<file path="config.mk">
export PLATFORM = sky130hd
export DESIGN_NAME = position_command_frame_parser
export DESIGN_NICKNAME = d
export VERILOG_FILES = /design/src/sv/pcfp_pkg.sv /design/src/sv/pcfp_scale.sv /design/src/sv/pcfp_parser.sv /design/src/sv/position_command_frame_parser.sv
export SDC_FILE = /design/constraint.sdc
export NUM_CORES = 1
export LEC_CHECK = 0
export BUFFER_PORTS_ARGS = -buffer_cell sky130_fd_sc_hd__buf_2
export CAP_MARGIN = 0
export CORE_MARGIN = 8
export CORE_UTILIZATION = 55
export CTS_BUF_LIST = sky130_fd_sc_hd__clkbuf_8
export DETAILED_ROUTE_END_ITERATION = 10
export PLACE_DENSITY = 0.78
export REMOVE_ABC_BUFFERS = 1
export SYNTH_ARGS = -nofsm -noshare
export SYNTH_HDL_FRONTEND = slang
export SYNTH_SLANG_ARGS = --single-unit
export TNS_END_PERCENT = 30
</file>
<file path="constraint.sdc">
create_clock -name clk_i -period 11.7 [get_ports clk_i]
set_clock_uncertainty 0.1 [all_clocks]
set_input_delay 1.17 -clock clk_i [delete_from_list [all_inputs] [get_ports clk_i]]
set_output_delay 1.17 -clock clk_i [all_outputs]
set_load 0.01 [all_outputs]
</file>
<file path="src/sv/pcfp_pkg.sv">
`timescale 1ns / 1ps

package pcfp_pkg;

  localparam logic [7:0] HdrByte  = 8'hFF;
  localparam logic [7:0] CmdHome  = 8'hFA;
  localparam logic [7:0] CmdRepX  = 8'hFB;
  localparam logic [7:0] CmdMove  = 8'hFC;
  localparam logic [7:0] CmdRepY  = 8'hFD;
  localparam logic [7:0] TermByte = 8'hFE;

  localparam logic [7:0] DeviceIdReset = 8'h30;

  localparam int unsigned ValueW  = 15;
  localparam int unsigned CountW  = 20;
  localparam int unsigned ResultW = 5 + 2 * CountW;
  localparam int unsigned OutDataW = ((ResultW + 7) / 8) * 8;

  // Fields from the lowest bit up: nak, home, report_x, report_y,
  // target_valid, target_x, target_y.
  typedef struct packed {
    logic [CountW-1:0] target_y;
    logic [CountW-1:0] target_x;
    logic              target_valid;
    logic              report_y_cmd;
    logic              report_x_cmd;
    logic              home_cmd;
    logic              nak;
  } pcfp_result_t;

endpackage

</file>
<file path="src/sv/pcfp_scale.sv">
`timescale 1ns / 1ps

module pcfp_scale (
  input  logic [pcfp_pkg::ValueW-1:0] value_i,
  output logic [pcfp_pkg::CountW-1:0] counts_o
);
  import pcfp_pkg::*;

  // value * 512 / 15 = value * 34 + (2 * value) / 15. The remainder term
  // uses a reciprocal of 15 scaled by 2^19, exact for a 16-bit dividend
  // below 74898.
  localparam logic [15:0] Recip15 = 16'h8889;

  logic [15:0]       twice;
  logic [31:0]       prod;
  logic [12:0]       frac;
  logic [CountW-1:0] whole;

  assign twice = {value_i, 1'b0};
  assign prod  = twice * Recip15;
  assign frac  = prod[31:19];
  assign whole = {value_i, 5'd0} + {4'd0, value_i, 1'b0};

  assign counts_o = whole + {7'd0, frac};

endmodule

</file>
<file path="src/sv/pcfp_parser.sv">
`timescale 1ns / 1ps

module pcfp_parser (
  input  logic                   clk_i,
  input  logic                   rst_ni,
  input  logic                   cfg_we_i,
  input  logic [7:0]             cfg_data_i,
  input  logic                   accept_i,
  input  logic [7:0]             rx_byte_i,
  output pcfp_pkg::pcfp_result_t result_o
);
  import pcfp_pkg::*;

  localparam logic [3:0] StHdr0  = 4'd0;
  localparam logic [3:0] StHdr1  = 4'd1;
  localparam logic [3:0] StAddr  = 4'd2;
  localparam logic [3:0] StCmd   = 4'd3;
  localparam logic [3:0] StXHigh = 4'd4;
  localparam logic [3:0] StXLow  = 4'd5;
  localparam logic [3:0] StYHigh = 4'd6;
  localparam logic [3:0] StYLow  = 4'd7;
  localparam logic [3:0] StTerm  = 4'd8;

  logic [3:0]        step_q, step_d;
  logic [7:0]        device_id_q;
  logic [7:0]        x_high_q, x_high_d, y_high_q, y_high_d;
  logic [ValueW-1:0] x_value_q, x_value_d, y_value_q, y_value_d;
  logic [ValueW-1:0] low_value;
  logic [CountW-1:0] x_counts, y_counts;

  pcfp_scale u_scale_x (.value_i(x_value_q), .counts_o(x_counts));
  pcfp_scale u_scale_y (.value_i(y_value_q), .counts_o(y_counts));

  // High byte taken in the previous step times 100, plus the low byte.
  always_comb begin
    logic [7:0] hi;
    hi = (step_q == StXLow) ? x_high_q : y_high_q;
    low_value = {1'b0, hi, 6'd0} + {2'd0, hi, 5'd0} + {5'd0, hi, 2'd0}
              + {7'd0, rx_byte_i};
  end

  always_comb begin
    step_d    = step_q;
    x_high_d  = x_high_q;
    y_high_d  = y_high_q;
    x_value_d = x_value_q;
    y_value_d = y_value_q;
    result_o  = '0;
    unique case (step_q)
      StHdr1, StHdr0: begin
        if (rx_byte_i == HdrByte) begin
          step_d = step_q + 4'd1;
        end else begin
          result_o.nak = 1'b1;
          step_d = StHdr0;
        end
      end
      StAddr: begin
        if (rx_byte_i == device_id_q) begin
          step_d = StCmd;
        end else begin
          result_o.nak = 1'b1;
          step_d = StHdr0;
        end
      end
      StCmd: begin
        step_d = StHdr0;
        priority if (rx_byte_i == CmdHome) begin
          result_o.home_cmd = 1'b1;
        end else if (rx_byte_i == CmdRepX) begin
          result_o.report_x_cmd = 1'b1;
        end else if (rx_byte_i == CmdRepY) begin
          result_o.report_y_cmd = 1'b1;
        end else if (rx_byte_i == CmdMove) begin
          step_d = StXHigh;
        end else begin
          result_o.nak = 1'b1;
        end
      end
      StXHigh: begin
        x_high_d = rx_byte_i;
        step_d   = StXLow;
      end
      StXLow: begin
        x_value_d = low_value;
        step_d    = StYHigh;
      end
      StYHigh: begin
        y_high_d = rx_byte_i;
        step_d   = StYLow;
      end
      StYLow: begin
        y_value_d = low_value;
        step_d    = StTerm;
      end
      StTerm: begin
        if (rx_byte_i == TermByte) begin
          result_o.target_valid = 1'b1;
          result_o.target_x     = x_counts;
          result_o.target_y     = y_counts;
          step_d = StHdr0;
        end
      end
      default: begin
        // Codes past the terminator wait cannot arise; treat as first header.
        if (rx_byte_i == HdrByte) begin
          step_d = StHdr1;
        end else begin
          result_o.nak = 1'b1;
          step_d = StHdr0;
        end
      end
    endcase
  end

  always_ff @(posedge clk_i or negedge rst_ni) begin
    if (!rst_ni) begin
      step_q    <= StHdr0;
      x_high_q  <= '0;
      y_high_q  <= '0;
      x_value_q <= '0;
      y_value_q <= '0;
    end else if (accept_i) begin
      step_q    <= step_d;
      x_high_q  <= x_high_d;
      y_high_q  <= y_high_d;
      x_value_q <= x_value_d;
      y_value_q <= y_value_d;
    end
  end

  always_ff @(posedge clk_i or negedge rst_ni) begin
    if (!rst_ni) begin
      device_id_q <= DeviceIdReset;
    end else if (cfg_we_i) begin
      device_id_q <= cfg_data_i;
    end
  end

endmodule

</file>
<file path="src/sv/position_command_frame_parser.sv">
`timescale 1ns / 1ps

// Position command frame parser.
// Input stream s_axis: one received serial byte per request in tdata[7:0].
// Output stream m_axis: exactly one result per input byte, carrying the
// nak, home, report-X and report-Y flags, target_valid and the two targets
// in encoder counts (zero unless target_valid is set).
// Configuration channel cfg: writes the device ID that the third frame
// byte must match; it is always ready and should be written while the
// block is idle.
// The result of an accepted byte is registered and is on m_axis in the next
// cycle. Throughput is one byte per cycle while the receiver takes each
// result, set by the single output register; a byte is taken in the same
// cycle that the waiting result is taken.
// When the receiver stalls, the result holds in the output register and
// s_axis_tready_o drops until it is taken.
// Reset clears the frame parser to the first header byte, clears the
// captured values and the output register, and sets the device ID to 0x30.
module position_command_frame_parser (
  input  logic                          clk_i,
  input  logic                          rst_ni,
  input  logic                          cfg_valid_i,
  output logic                          cfg_ready_o,
  input  logic [7:0]                    cfg_data_i,     // device_id
  input  logic                          s_axis_tvalid_i,
  output logic                          s_axis_tready_o,
  input  logic [7:0]                    s_axis_tdata_i, // rx_byte
  output logic                          m_axis_tvalid_o,
  input  logic                          m_axis_tready_i,
  // nak, home_cmd, report_x_cmd, report_y_cmd, target_valid,
  // target_x[19:0], target_y[19:0], zero padding
  output logic [pcfp_pkg::OutDataW-1:0] m_axis_tdata_o
);
  import pcfp_pkg::*;

  pcfp_result_t result;
  pcfp_result_t out_q;
  logic         out_valid_q;
  logic         accept;

  assign cfg_ready_o     = 1'b1;
  assign s_axis_tready_o = !out_valid_q || m_axis_tready_i;
  assign accept          = s_axis_tvalid_i && s_axis_tready_o;

  pcfp_parser u_parser (
    .clk_i      (clk_i),
    .rst_ni     (rst_ni),
    .cfg_we_i   (cfg_valid_i),
    .cfg_data_i (cfg_data_i),
    .accept_i   (accept),
    .rx_byte_i  (s_axis_tdata_i),
    .result_o   (result)
  );

  always_ff @(posedge clk_i or negedge rst_ni) begin
    if (!rst_ni) begin
      out_valid_q <= 1'b0;
      out_q       <= '0;
    end else begin
      if (accept) begin
        out_valid_q <= 1'b1;
        out_q       <= result;
      end else if (m_axis_tready_i) begin
        out_valid_q <= 1'b0;
      end
    end
  end

  assign m_axis_tvalid_o = out_valid_q;
  assign m_axis_tdata_o  = {(OutDataW - ResultW)'(0), out_q};

endmodule

</file>
# Word-level counts from Yosys, hierarchy flattened
# Index checks and enable logic that the tools add are counted.
# totals
reg_bits	104
input_bits	21
out_inout_bits	51
wordCells	79
# op_classes
add_sub_neg	8
multipliers	2
n_eq_ne	16
mux	27
reduce_logical	12
# op_table
operator	n
41-bit two-way mux	2
15-bit by 16-bit multiplier with 31-bit output (second input constant)	2
8-bit == test (second input constant)	6
20-bit by 13-bit adder with 20-bit output	2
20-bit by 16-bit adder with 20-bit output	2
4-bit case mux with 8 select lines	1
4-bit by 3-bit == test with 1-bit output (second input constant)	4
4-bit two-way mux	4
14-bit by 13-bit adder with 15-bit output	1
15-bit by 10-bit adder with 15-bit output	1
15-bit by 8-bit adder with 15-bit output	1
1-bit two-way mux	13
2-bit AND reduction	5
3-bit two-way mux	3
4-bit by 2-bit == test with 1-bit output (second input constant)	2
8-bit == test	1
8-bit two-way mux	1
5-bit OR reduction	1
4-bit by 1-bit adder with 4-bit output (second input constant)	1
4-bit by 1-bit == test with 1-bit output (second input constant)	1
4-bit == test (second input constant)	1
4-bit logical NOT	1
2-bit two-way mux	2
1-bit case mux with 3 select lines	1
other kinds (6)	6

# Logic depth before layout (Yosys ltp)
# Gate-level depths: netlist (run 1).
# logic_depth
depth_word	6
depth_mapped	27
mapped_depth_nobuf	27

# Hierarchy
# From an unflattened synthesis (run 1), not the netlist that was laid out.
# unflattened
hier_cells	1182
area_unflattened_um2	12000.3
# by_module_without_submodules
mod	instances	cells_each	area_per_inst_um2	seq_area_each_um2
pcfp_parser	1	390	3801.1	1453.9
pcfp_scale (u_parser.u_scale_x)	1	343	3155.5	0.0
pcfp_scale (u_parser.u_scale_y)	1	344	3121.7	0.0
position_command_frame_parser	1	105	1921.8	1151.1

# Worst setup path before layout (run 1)
# No wires, ideal clock.
# synth_path
path_kind	register -> register
start	register u_parser.y_value_q[11]
end	register out_q, in the netlist m_axis_tdata_o[40]
setup_ns	0.135
arrival_ns	6.422
required_ns	11.465
slack_ns	5.043
path_stages_with_launch	28
path_buffers	0
synth_period_minus_slack_ns	6.657
path_cell_list	dfrtp_1 -> ha_1 -> fa_1 -> inv_1 -> fa_1 -> inv_1 -> fa_1 -> ha_1 -> ha_1 -> o211ai_1 -> a211oi_1 -> a221oi_2 -> a2111oi_2 -> o2111ai_1 -> a21boi_0 -> o21ai_1 -> xor2_1 -> fa_1 -> inv_1 -> ha_1 -> a21o_1 -> a21oi_1 -> nor2b_1 -> o31ai_1 -> a21o_1 -> a21oi_1 -> xor2_1 -> o21ai_0
# synth_between
elab_chain_len	4
word_cells_on_any_way	5
cone_classes	add/sub (2); mul (1); mux (2)
# synth_lines
item	line	text
from (decl)	pcfp_parser.sv:27	logic [ValueW-1:0] x_value_q, x_value_d, y_value_q, y_value_d;
from (signal assigned)	pcfp_parser.sv:128	y_value_q <= y_value_d;
15-bit by 16-bit multiplier with 31-bit output / 20-bit by 16-bit adder with 20-bit output (equally long branches)	pcfp_scale.sv:20, pcfp_scale.sv:22	
20-bit by 13-bit adder with 20-bit output *	pcfp_scale.sv:24	assign counts_o = whole + {7'd0, frac};
41-bit two-way mux *	pcfp_parser.sv:97	if (rx_byte_i == TermByte) begin
41-bit two-way mux *	pcfp_parser.sv:49	unique case (step_q)
to (signal assigned)	position_command_frame_parser.sv:62	out_q <= result;
to (decl)	position_command_frame_parser.sv:37	pcfp_result_t out_q;
# Every way passes the cells marked *; elsewhere a longest branch is shown, timed or not.
# A chain may end at the register's enable or synchronous reset.

# Final worst setup path (run 1)
# Ends and elaborated chain as after synthesis.

==> run_results.csv, run 1 <==
group,metric,value,unit
worst_setup_path,startpoint,"u_parser.y_value_q[11]",
route,route.vias.total,7833,
cts,cts_tree,"done",
place,place_congestion,0.869,
die,num_rows,51,
route,wirelength,23800,um
worst_setup_path,crit_path_end_kind,"register",
logic_synthesis,synthArstFlopShare,1.00,
route,routed_via_density,5.56,
logic_synthesis,synth-main-ff-cell,"dfrtp_1",
cts,post_cts_buffers,0,
logic_synthesis,ys_warn_count,0,
power_and_ir_drop,power_leakage,7.06,nW
global_routing,grtUsageMet3,0.0263,
logic_synthesis,syn_inst,1080,
worst_setup_path,ff2ff_setup_slack,4.40,ns
power_and_ir_drop,swShare,0.273,
final_layout,final_cell_mix,"ha_1, inv_1, dfrtp_1",
status,status,"finished, final reports clean",
worst_setup_path,cp.required,11.88,ns
logic_synthesis,synth-edff-count,0,
timing,hold_viol,0,
die,die_y,157,um
flow_run,drv_cap,0,
route,drt-pass1-iter-count,5,
route,initialDrtViolationCount,371,
global_routing,grtUsageMet2,0.343,
hold_path,hold_class,"reg -> reg",
timing,setup_viol,0,
cts,clockBufferDepth,2,
hold_path,min_path_cells,2,
worst_setup_path,r2r-start,"u_parser.y_value_q[11]",
timing,period_minus_slack,7.30,ns
die,core,0.0195,mm2
timing,slew_violations,0,
worst_setup_path,reg2reg_depth,27,
logic_synthesis,synth_top_area_share,0.263,
cts,root_buffer,"clkbuf_8",
final_layout,drive_above_1_share,0.141,
worst_setup_path,critPathLaunchType,"register",
logic_synthesis,ys_seq_area_frac,0.237,
cts,cts_resized,0,
global_routing,overflow,0,
power_and_ir_drop,power_frac_seq,0.572,
cts,htree_levels,3,
global_routing,grt_pass1_wl,39800,um
worst_setup_path,timing.rr.end,"m_axis_tdata_o[40]",
final_layout,diodes,0,
die,initial_core_util,0.563,
final_layout,multiInputGateArea,0.00771,mm2
logic_synthesis,synth_area_leader_cell,"ha_1",
cts,clock_latency,0.40,ns
cts,cts_buffers,9,
cts,cts.sinks,104,
timing,worst_pin_slew,1.16,ns
logic_synthesis,synth_cell_types,62,
timing,relSlewSlack,0.220,
global_routing,track_usage,0.201,
final_layout,areaGrowthSynthToFinish,7.27,%
cts,cts_hold_buf,0,
global_routing,antenna_found_initial,0,
die,pin_count,72,
global_routing,gr-usage-met1,0.264,
cts,clk_pin_slew_worst_paths,0.12,ns
place,dp_hpwl,19600,um
die,die_x,157,um
timing,rsz0062_at_grt,"false",
global_routing,grt_busiest_layer,"met2",
global_routing,grt_pass1_vias,8060,
final_layout,fillCellCount,1660,
power_and_ir_drop,pwr-share-comb,0.062,
power_and_ir_drop,switchingPower,0.000175,W
timing,fin_crit_sh,0.624,
die,die-area,0.0248,mm2
route,wl_per_cell,16.9,um
timing,fmax,0.137,GHz
power_and_ir_drop,p_clk_frac,0.366,
worst_setup_path,crit_type,"reg -> reg",
hold_path,hold-path-endpoint,"m_axis_tdata_o[14]",
final_layout,mostFrequentLayoutCell,"ha_1",
route,drc,0,
hold_path,hp-start,"m_axis_tdata_o[14]",
logic_synthesis,syn_area,0.0110,mm2
place,post-place-ws,4.39,ns
power_and_ir_drop,irDropWorstVdd,0.0661,mV
final_layout,seq_area,0.00261,mm2
final_layout,fin_nets,1464,
logic_synthesis,synth_area_leaders,"ha_1, dfrtp_1, fa_1",
timing,fin_ws,4.40,ns
logic_synthesis,avgSynthCellArea,10.2,um2
timing,fin_tns_setup,0,ns
route,postRouteAntennaNets,0,
worst_setup_path,cp.arrival,7.48,ns
logic_synthesis,synth-seq-cells,104,
global_routing,grt_max_degree,76,
worst_setup_path,cp_max_fo,6,
power_and_ir_drop,power_density,54.3,mW/mm2
place,portBuffers,67,
power_and_ir_drop,internal_power,0.000465,W
-- layout make-up --
cell class / instances / share of cell area
repair buffers: 69 / 0.0299
inverters: 157 / 0.0500
flip-flops and latches: 104 / 0.221
clock inverters: 6 / 0.00520
clock buffers: 10 / 0.0117
well taps: 265 / 0.0281
multi-input cells: 799 / 0.654
-- registers in the layout (all words and copies together) (netlist names) --
signal and flops:
u_parser.x_high_q 8, u_parser.y_high_q 8, u_parser.step_q 4, m_axis_tdata_o 45, u_parser.y_value_q 15, u_parser.x_value_q 15, m_axis_tvalid_o 1, u_parser.device_id_q 8
-- per-layer routing --
layer | part of all wire | vias to the layer above
met5 | 0 | -
met4 | 0.018 | 0
met3 | 0.040 | 30
met2 | 0.48 | 148
met1 | 0.46 | 3820
li1 | - | 3835
-- synth_stat cells (all sizes together), types with 3 or more instances --
master	number
a211oi	9
a21o	24
a21oi	37
a22o	9
a31o	3
a31oi	5
a41oi	3
buf	6
clkbuf	16
dfrtp	102
fa	72
ha	231
inv	157
mux2	53
mux2i	3
nand2	79
nand2b	4
nand3	19
nand4	11
nor2	29
nor2b	7
nor3	11
o2111ai	3
o211ai	6
o21a	6
o21ai	65
o21bai	6
o31ai	4
or3	4
xnor2	34
xor2	32
-- cells by family (layout without fill, tap and decap cells) --
family / count (synthesis) / after routing / synth area share
AO/OA/AOI/OAI: 194 / 194 / 0.122
XOR/XNOR: 66 / 66 / 0.0526
adder cells (fa/ha/maj): 303 / 303 / 0.394
buffers and inverters: 179 / 242 / 0.0628
flip-flops: 104 / 104 / 0.237
multiplexers: 56 / 56 / 0.0571
other: 2 / 4 / 0.000684
AND/OR/NAND/NOR: 176 / 176 / 0.0732
-- power groups by stage --
| stage | combinational, W | clock [W] | sequential [W] |
|---|---|---|---|
| after detailed placement | 0.0000403 | 0 | 0.000373 |
| final | 0.0000396 | 0.000234 | 0.000366 |
| after global routing | 0.0000449 | 0.000254 | 0.000367 |
| after floorplan | 0.0000183 | 0 | 0.000373 |
| after CTS | 0.0000405 | 0.000241 | 0.000366 |
| after global placement | 0.0000396 | 0 | 0.000373 |
-- how the worst max path moves through the flow --
stage	end	slack (ns)	depth (start not counted)
after global placement	m_axis_tdata_o[40]	4.65	27
after global routing	m_axis_tdata_o[40]	3.87	27
after CTS	m_axis_tdata_o[42]	4.38	25
after detailed placement	m_axis_tdata_o[42]	4.39	25
after floorplan	m_axis_tdata_o[40]	5.04	27
final	m_axis_tdata_o[40]	4.40	27
-- per-stage QoR --
step,cells,utilization,power [W],hold WS (ns),area [um2]
final,1410,0.603,0.000640,0.383,11800
after detailed placement,1394,0.593,0.000413,0.359,11600
after floorplan,1060,-,0.000391,0.344,10900
after CTS,1410,0.603,0.000647,0.385,11800
after global routing,1410,0.603,0.000666,0.414,11800
after global placement,1394,0.593,0.000413,0.351,11600
-- critical path, cell delays in order, from the launching register on --
cell and delay, ns:
dfrtp_1 0.47, ha_1 0.34, fa_1 0.51, inv_1 0.06, fa_1 0.50, inv_1 0.06
fa_1 0.47, ha_1 0.31, ha_1 0.31, o211ai_1 0.09, a211oi_1 0.28, a221oi_2 0.14
a2111oi_2 0.44, o2111ai_1 0.22, a21boi_0 0.25, o21ai_1 0.12, xor2_1 0.17, fa_1 0.48
inv_1 0.04, ha_1 0.35, a21o_1 0.18, a21oi_1 0.22, nor2b_1 0.21, o31ai_1 0.13
a21o_1 0.24, a21oi_1 0.26, xor2_1 0.17, o21ai_0 0.08
Power figures use the tool's default switching activity.
==> run 2, diff against run 1 <==
--- a/config.mk
+++ b/config.mk
@@ -11,7 +11,7 @@
 export CORE_UTILIZATION = 55
 export CTS_BUF_LIST = sky130_fd_sc_hd__clkbuf_8
 export DETAILED_ROUTE_END_ITERATION = 10
-export PLACE_DENSITY = 0.78
+export PLACE_DENSITY = 0.81
 export REMOVE_ABC_BUFFERS = 1
 export SYNTH_ARGS = -nofsm -noshare
 export SYNTH_HDL_FRONTEND = slang
==> constraint.sdc (replaced) <==
create_clock -name clk_i -period 5.9 [get_ports clk_i]
set_clock_uncertainty 0.1 [all_clocks]
set_input_delay 0.59 -clock clk_i [delete_from_list [all_inputs] [get_ports clk_i]]
set_output_delay 0.59 -clock clk_i [all_outputs]
set_load 0.01 [all_outputs]
==> run_results.csv, run 2 (synthesis results as in run 1) <==
group,metric,value,unit
worst_setup_path,cp_num_buf_inv,4,
worst_setup_path,crit_type,"reg -> reg",
worst_setup_path,crit_path_end_kind,"register",
cts,cts_buffers,9,
worst_setup_path,cp.required,6.09,ns
cts,htree_levels,3,
die,num_rows,51,
flow_run,drv_cap,0,
power_and_ir_drop,power_density,93.8,mW/mm2
timing,whs,0.0251,ns
worst_setup_path,crit_top_cell,"fa_1",
cts,clk_pin_slew_worst_paths,0.13,ns
timing,fin_crit_sh,1.18,
final_layout,mostFrequentLayoutCell,"ha_1",
timing,relSlewSlack,0.314,
route,wirelength,34300,um
worst_setup_path,critPathLaunchType,"register",
place,place_congestion,0.876,
hold_path,hold_class,"in -> async",
final_layout,diodes,0,
global_routing,grt_pass1_wl,50000,um
die,core,0.0195,mm2
timing,fin_ws,-1.04,ns
die,pin_count,72,
worst_setup_path,crit_family,"adder cells",
worst_setup_path,reg2reg_depth,28,
cts,root_buffer,"clkbuf_8",
route,drc,0,
cts,cts.sinks,104,
cts,clockBufferDepth,2,
timing,worst_pin_slew,1.03,ns
die,initial_core_util,0.563,
final_layout,fin_nets,1650,
final_layout,fillCellCount,1241,
global_routing,grt_pass1_vias,9986,
final_layout,final_cell_mix,"ha_1, buf_4, inv_1",
timing,fmax,0.144,GHz
power_and_ir_drop,power_leakage,8.00,nW
global_routing,antenna_found_initial,0,
timing,period_minus_slack,6.94,ns
route,wl_per_cell,21.5,um
status,status,"complete, but fails checks",
worst_setup_path,cpPeakStageDelay,0.58,ns
status,violations,"setup timing",
power_and_ir_drop,irDropWorstVdd,0.113,mV
timing,slew_violations,0,
final_layout,largest_register_ffs,45,
route,initialDrtViolationCount,698,
worst_setup_path,ff2ff_setup_slack,-1.04,ns
timing,hold_viol,0,
cts,cts_tree,"done",
place,dp_hpwl,21600,um
worst_setup_path,cp.arrival,7.13,ns
die,die_x,157,um
power_and_ir_drop,fin_total_pwr,0.00131,W
place,portBuffers,67,
worst_setup_path,slowest_stage,"fa_1",
route,drt-pass1-iter-count,7,
route,route.vias.total,9515,
worst_setup_path,r2r-start,"u_parser.y_value_q[14]",
worst_setup_path,timing.rr.end,"m_axis_tdata_o[44]",
die,die-area,0.0248,mm2
timing,setup_viol,27,
route,postRouteAntennaNets,0,
worst_setup_path,cp_max_fo,4,
global_routing,grt_max_degree,74,
route,routed_via_density,5.96,
die,die_y,157,um
global_routing,overflow,0,
final_layout,drive_above_1_share,0.346,
cts,clock_latency,0.42,ns
final_layout,areaGrowthSynthToFinish,27.7,%
global_routing,track_usage,0.258,
timing,rsz0062_at_grt,"true",
[run 2: worst reg2reg max path, delay by kind of cell, from the launching register on]
| family | cells | cell delay, ns |
|---|---|---|
| simple gates | 3 | 0.51 |
| buf+inv | 4 | 0.40 |
| flops | 1 | 0.41 |
| xor+xnor | 2 | 0.38 |
| fa+ha+maj | 8 | 3.13 |
| compound gates | 11 | 1.92 |
[run 2: timing repair]
item / CTS / global route
pin swaps: 105 / 23
endpoints found under the setup margin: 28 / 30
hold endpoints to repair: 0 / 0
resized for setup: 114 / 54
hold buffers: 0 / 0
buffers inserted: 20 / 9
[run 2: final cells by class]
type,count,area [um2],share of cell area
Tap cell,265,332,0.0236
Inverter,157,589,0.0420
Multi-Input combinational cell,799,8530,0.608
Clock buffer,10,138,0.00981
Sequential cell,104,2610,0.186
Clock inverter,6,67.6,0.00482
Timing Repair Buffer,255,1760,0.126
[run 2: per-layer routing]
metal	up-vias	track usage	wire length (um)
li1	4192	-	-
met1	4636	0.295	12800
met2	501	0.454	16900
met3	186	0.0447	2450
met4	0	0.135	2140
met5	-	0	0
[run 2: stage by stage]
stage          utilization  setup slack, ns  cells  setup TNS [ns]  cell area (um2)
6_report             0.718            -1.04   1596          -18.55            14000
3_5_place_dp         0.655            -1.15   1554          -19.26            12800
5_1_grt              0.718            -1.22   1596          -23.04            14000
4_1_cts              0.702           -0.730   1590          -10.22            13700
2_1_floorplan            -           -0.755   1060           -9.19            10900
3_3_place_gp         0.655           -0.903   1554          -15.07            12800
[run 2: worst max path at each step]
stage / startpoint / to / slack (ns) / cells after the start
3_5_place_dp: u_parser.y_value_q[11] / m_axis_tdata_o[40] / -1.15 / 27
6_report: u_parser.y_value_q[14] / m_axis_tdata_o[44] / -1.04 / 28
2_1_floorplan: u_parser.y_value_q[11] / m_axis_tdata_o[40] / -0.76 / 27
3_3_place_gp: u_parser.y_value_q[11] / m_axis_tdata_o[40] / -0.90 / 27
5_1_grt: u_parser.y_value_q[13] / m_axis_tdata_o[44] / -1.22 / 28
4_1_cts: u_parser.y_value_q[14] / m_axis_tdata_o[42] / -0.73 / 28
[run 2: power by group]
part | switching, W | internal (W) | total (W) | leakage, nW
registers | 0.00000519 | 0.000721 | 0.000726 | 1.42
clock network | 0.000298 | 0.000211 | 0.000508 | 0.105
logic | 0.0000544 | 0.0000256 | 0.0000799 | 6.47
total | 0.000357 | 0.000958 | 0.00131 | 8.00
==> run 3, diff against run 2 <==
--- a/config.mk
+++ b/config.mk
@@ -7,12 +7,13 @@
 export LEC_CHECK = 0
 export BUFFER_PORTS_ARGS = -buffer_cell sky130_fd_sc_hd__buf_2
 export CAP_MARGIN = 0
-export CORE_MARGIN = 8
+export CORE_MARGIN = 4
 export CORE_UTILIZATION = 55
 export CTS_BUF_LIST = sky130_fd_sc_hd__clkbuf_8
 export DETAILED_ROUTE_END_ITERATION = 10
 export PLACE_DENSITY = 0.81
 export REMOVE_ABC_BUFFERS = 1
+export SLEW_MARGIN = 30
 export SYNTH_ARGS = -nofsm -noshare
 export SYNTH_HDL_FRONTEND = slang
 export SYNTH_SLANG_ARGS = --single-unit
==> run_results.csv, run 3 (synthesis results as in run 1) <==
group,metric,value,unit
worst_setup_path,crit_type,"reg -> reg",
timing,whs,0.0280,ns
cts,cts_tree,"done",
place,place_congestion,0.924,
die,die_x,149,um
die,die-area,0.0223,mm2
route,route.vias.total,9155,
cts,clock_latency,0.42,ns
timing,hold_viol,0,
route,initialDrtViolationCount,517,
timing,fmax,0.146,GHz
power_and_ir_drop,p_clk_frac,0.378,
timing,rsz0062_at_grt,"true",
place,dp_hpwl,21500,um
worst_setup_path,r2r-start,"u_parser.x_value_q[11]",
place,portBuffers,67,
power_and_ir_drop,internal_power,0.000924,W
worst_setup_path,ff2ff_setup_slack,-0.94,ns
global_routing,track_usage,0.268,
cts,clockBufferDepth,2,
timing,fin_crit_sh,1.16,
final_layout,final_cell_mix,"ha_1, buf_4, inv_1",
cts,cts_buffers,9,
flow_run,drv_cap,0,
timing,period_minus_slack,6.84,ns
power_and_ir_drop,power_density,93.2,mW/mm2
final_layout,fillCellCount,1293,
worst_setup_path,cp.arrival,7.08,ns
cts,cts_hold_buf,0,
power_and_ir_drop,irDropWorstVdd,0.119,mV
cts,clk_pin_slew_worst_paths,0.12,ns
global_routing,grt_pass1_vias,9776,
route,routed_via_density,5.78,
global_routing,grt_max_degree,73,
status,status,"complete, but fails checks",
route,drc,0,
global_routing,overflow,0,
worst_setup_path,crit_path_end_kind,"register",
worst_setup_path,timing.rr.end,"m_axis_tdata_o[24]",
power_and_ir_drop,power_leakage,7.91,nW
final_layout,drive_above_1_share,0.335,
final_layout,areaGrowthSynthToFinish,26.2,%
global_routing,antenna_found_initial,0,
worst_setup_path,critPathLaunchType,"register",
cts,cts.sinks,104,
timing,setup_viol,26,
place,post-place-ws,-1.33,ns
die,die_y,149,um
worst_setup_path,reg2reg_depth,26,
hold_path,hold_class,"in -> async",
status,violations,"setup timing",
final_layout,largest_register_ffs,45,
die,pin_count,72,
cts,htree_levels,3,
final_layout,fin_cells,1584,
die,initial_core_util,0.563,
route,wirelength,30900,um
timing,fin_ws,-0.936,ns
power_and_ir_drop,pwr-share-comb,0.060,
die,num_rows,51,
timing,relSlewSlack,0.379,
final_layout,fin_nets,1638,
worst_setup_path,cp.required,6.15,ns
cts,root_buffer,"clkbuf_8",
place,dp_cells,1548,
route,wl_per_cell,19.5,um
final_layout,diodes,0,
power_and_ir_drop,fin_total_pwr,0.00129,W
route,drt-pass1-iter-count,6,
power_and_ir_drop,power_frac_seq,0.562,
power_and_ir_drop,switchingPower,0.000369,W
worst_setup_path,cp_max_fo,4,
final_layout,mostFrequentLayoutCell,"ha_1",
global_routing,grt_pass1_wl,47600,um
die,core,0.0195,mm2
timing,slew_violations,0,
timing,worst_pin_slew,0.932,ns
power_and_ir_drop,swShare,0.285,
route,postRouteAntennaNets,0,
[run 3: changes by cell type in the layout (fill, tap and decap cells not counted), moves of 3 or more]
cell / before / now
ha_1: 202 / 198
nor2_2: 4 / 1
a31oi_1: 1 / 4
buf_4: 185 / 175
inv_8: 0 / 3
nand3_4: 4 / 0
ha_4: 22 / 28
o21ai_1: 20 / 17
nor2_1: 24 / 27
[run 3: worst max-delay path by stage]
| stage | startpoint | end | slack, ns |
|---|---|---|---|
| after floorplan | u_parser.y_value_q[11] | m_axis_tdata_o[40] | -0.76 |
| after global placement | u_parser.y_value_q[11] | m_axis_tdata_o[40] | -0.94 |
| after detailed placement | u_parser.y_value_q[11] | m_axis_tdata_o[40] | -1.33 |
| after CTS | u_parser.y_value_q[11] | m_axis_tdata_o[44] | -0.73 |
| after global routing | u_parser.x_value_q[11] | m_axis_tdata_o[24] | -1.07 |
| final | u_parser.x_value_q[11] | m_axis_tdata_o[24] | -0.94 |
[run 3: power by group through the flow]
stage / combinational [W] / sequential, W / clock (W)
global placement: 0.0000777 / 0.000740 / 0
finish: 0.0000782 / 0.000727 / 0.000488
floorplan: 0.0000363 / 0.000740 / 0
CTS: 0.0000797 / 0.000727 / 0.000488
global route: 0.0000880 / 0.000728 / 0.000524
detailed placement: 0.0000793 / 0.000740 / 0
[run 3: per-layer routing]
| layer | GRT usage | vias to the layer above | share of wire |
|---|---|---|---|
| met5 | 0 | - | 0 |
| li1 | - | 4187 | - |
| met1 | 0.315 | 4537 | 0.39 |
| met4 | 0.123 | 0 | 0.052 |
| met3 | 0.0462 | 125 | 0.051 |
| met2 | 0.477 | 306 | 0.51 |
[run 3: what timing repair did]
action | CTS | global route
resized for setup | 87 | 59
buffers inserted | 10 | 12
setup endpoints to repair | 28 | 28
pin swaps | 59 | 52
[run 3: layout make-up]
class	instances	area [um2]	area share
Multi-Input combinational cell	799	8480	0.611
Tap cell	265	332	0.0239
Sequential cell	104	2610	0.188
Inverter	157	589	0.0425
Clock buffer	10	138	0.00992
Clock inverter	6	58.8	0.00424
Timing Repair Buffer	243	1670	0.120
[run 3: stage by stage]
stage / util / setup TNS (ns) / instance area [um2]
2_1_floorplan: - / -9.19 / 10900
3_3_place_gp: 0.653 / -15.33 / 12700
3_5_place_dp: 0.653 / -21.27 / 12700
4_1_cts: 0.691 / -10.98 / 13500
5_1_grt: 0.710 / -21.18 / 13900
6_report: 0.710 / -15.78 / 13900
[run 3: worst max-delay path: stages (launching register included)]
cell,delay (ns)
dfrtp_1,0.41
ha_1,0.33
fa_1,0.53
inv_2,0.04
fa_1,0.52
inv_2,0.05
fa_2,0.55
ha_4,0.21
ha_4,0.25
a21oi_2,0.15
a21oi_2,0.09
a211oi_4,0.26
o21ai_4,0.12
a41oi_4,0.33
o2111ai_4,0.19
buf_4,0.18
xnor2_1,0.15
fa_1,0.50
inv_1,0.07
ha_4,0.28
nand3_1,0.11
o2111ai_2,0.26
a311oi_2,0.14
buf_4,0.17
o21a_4,0.24
or4_4,0.44
nand3_1,0.11
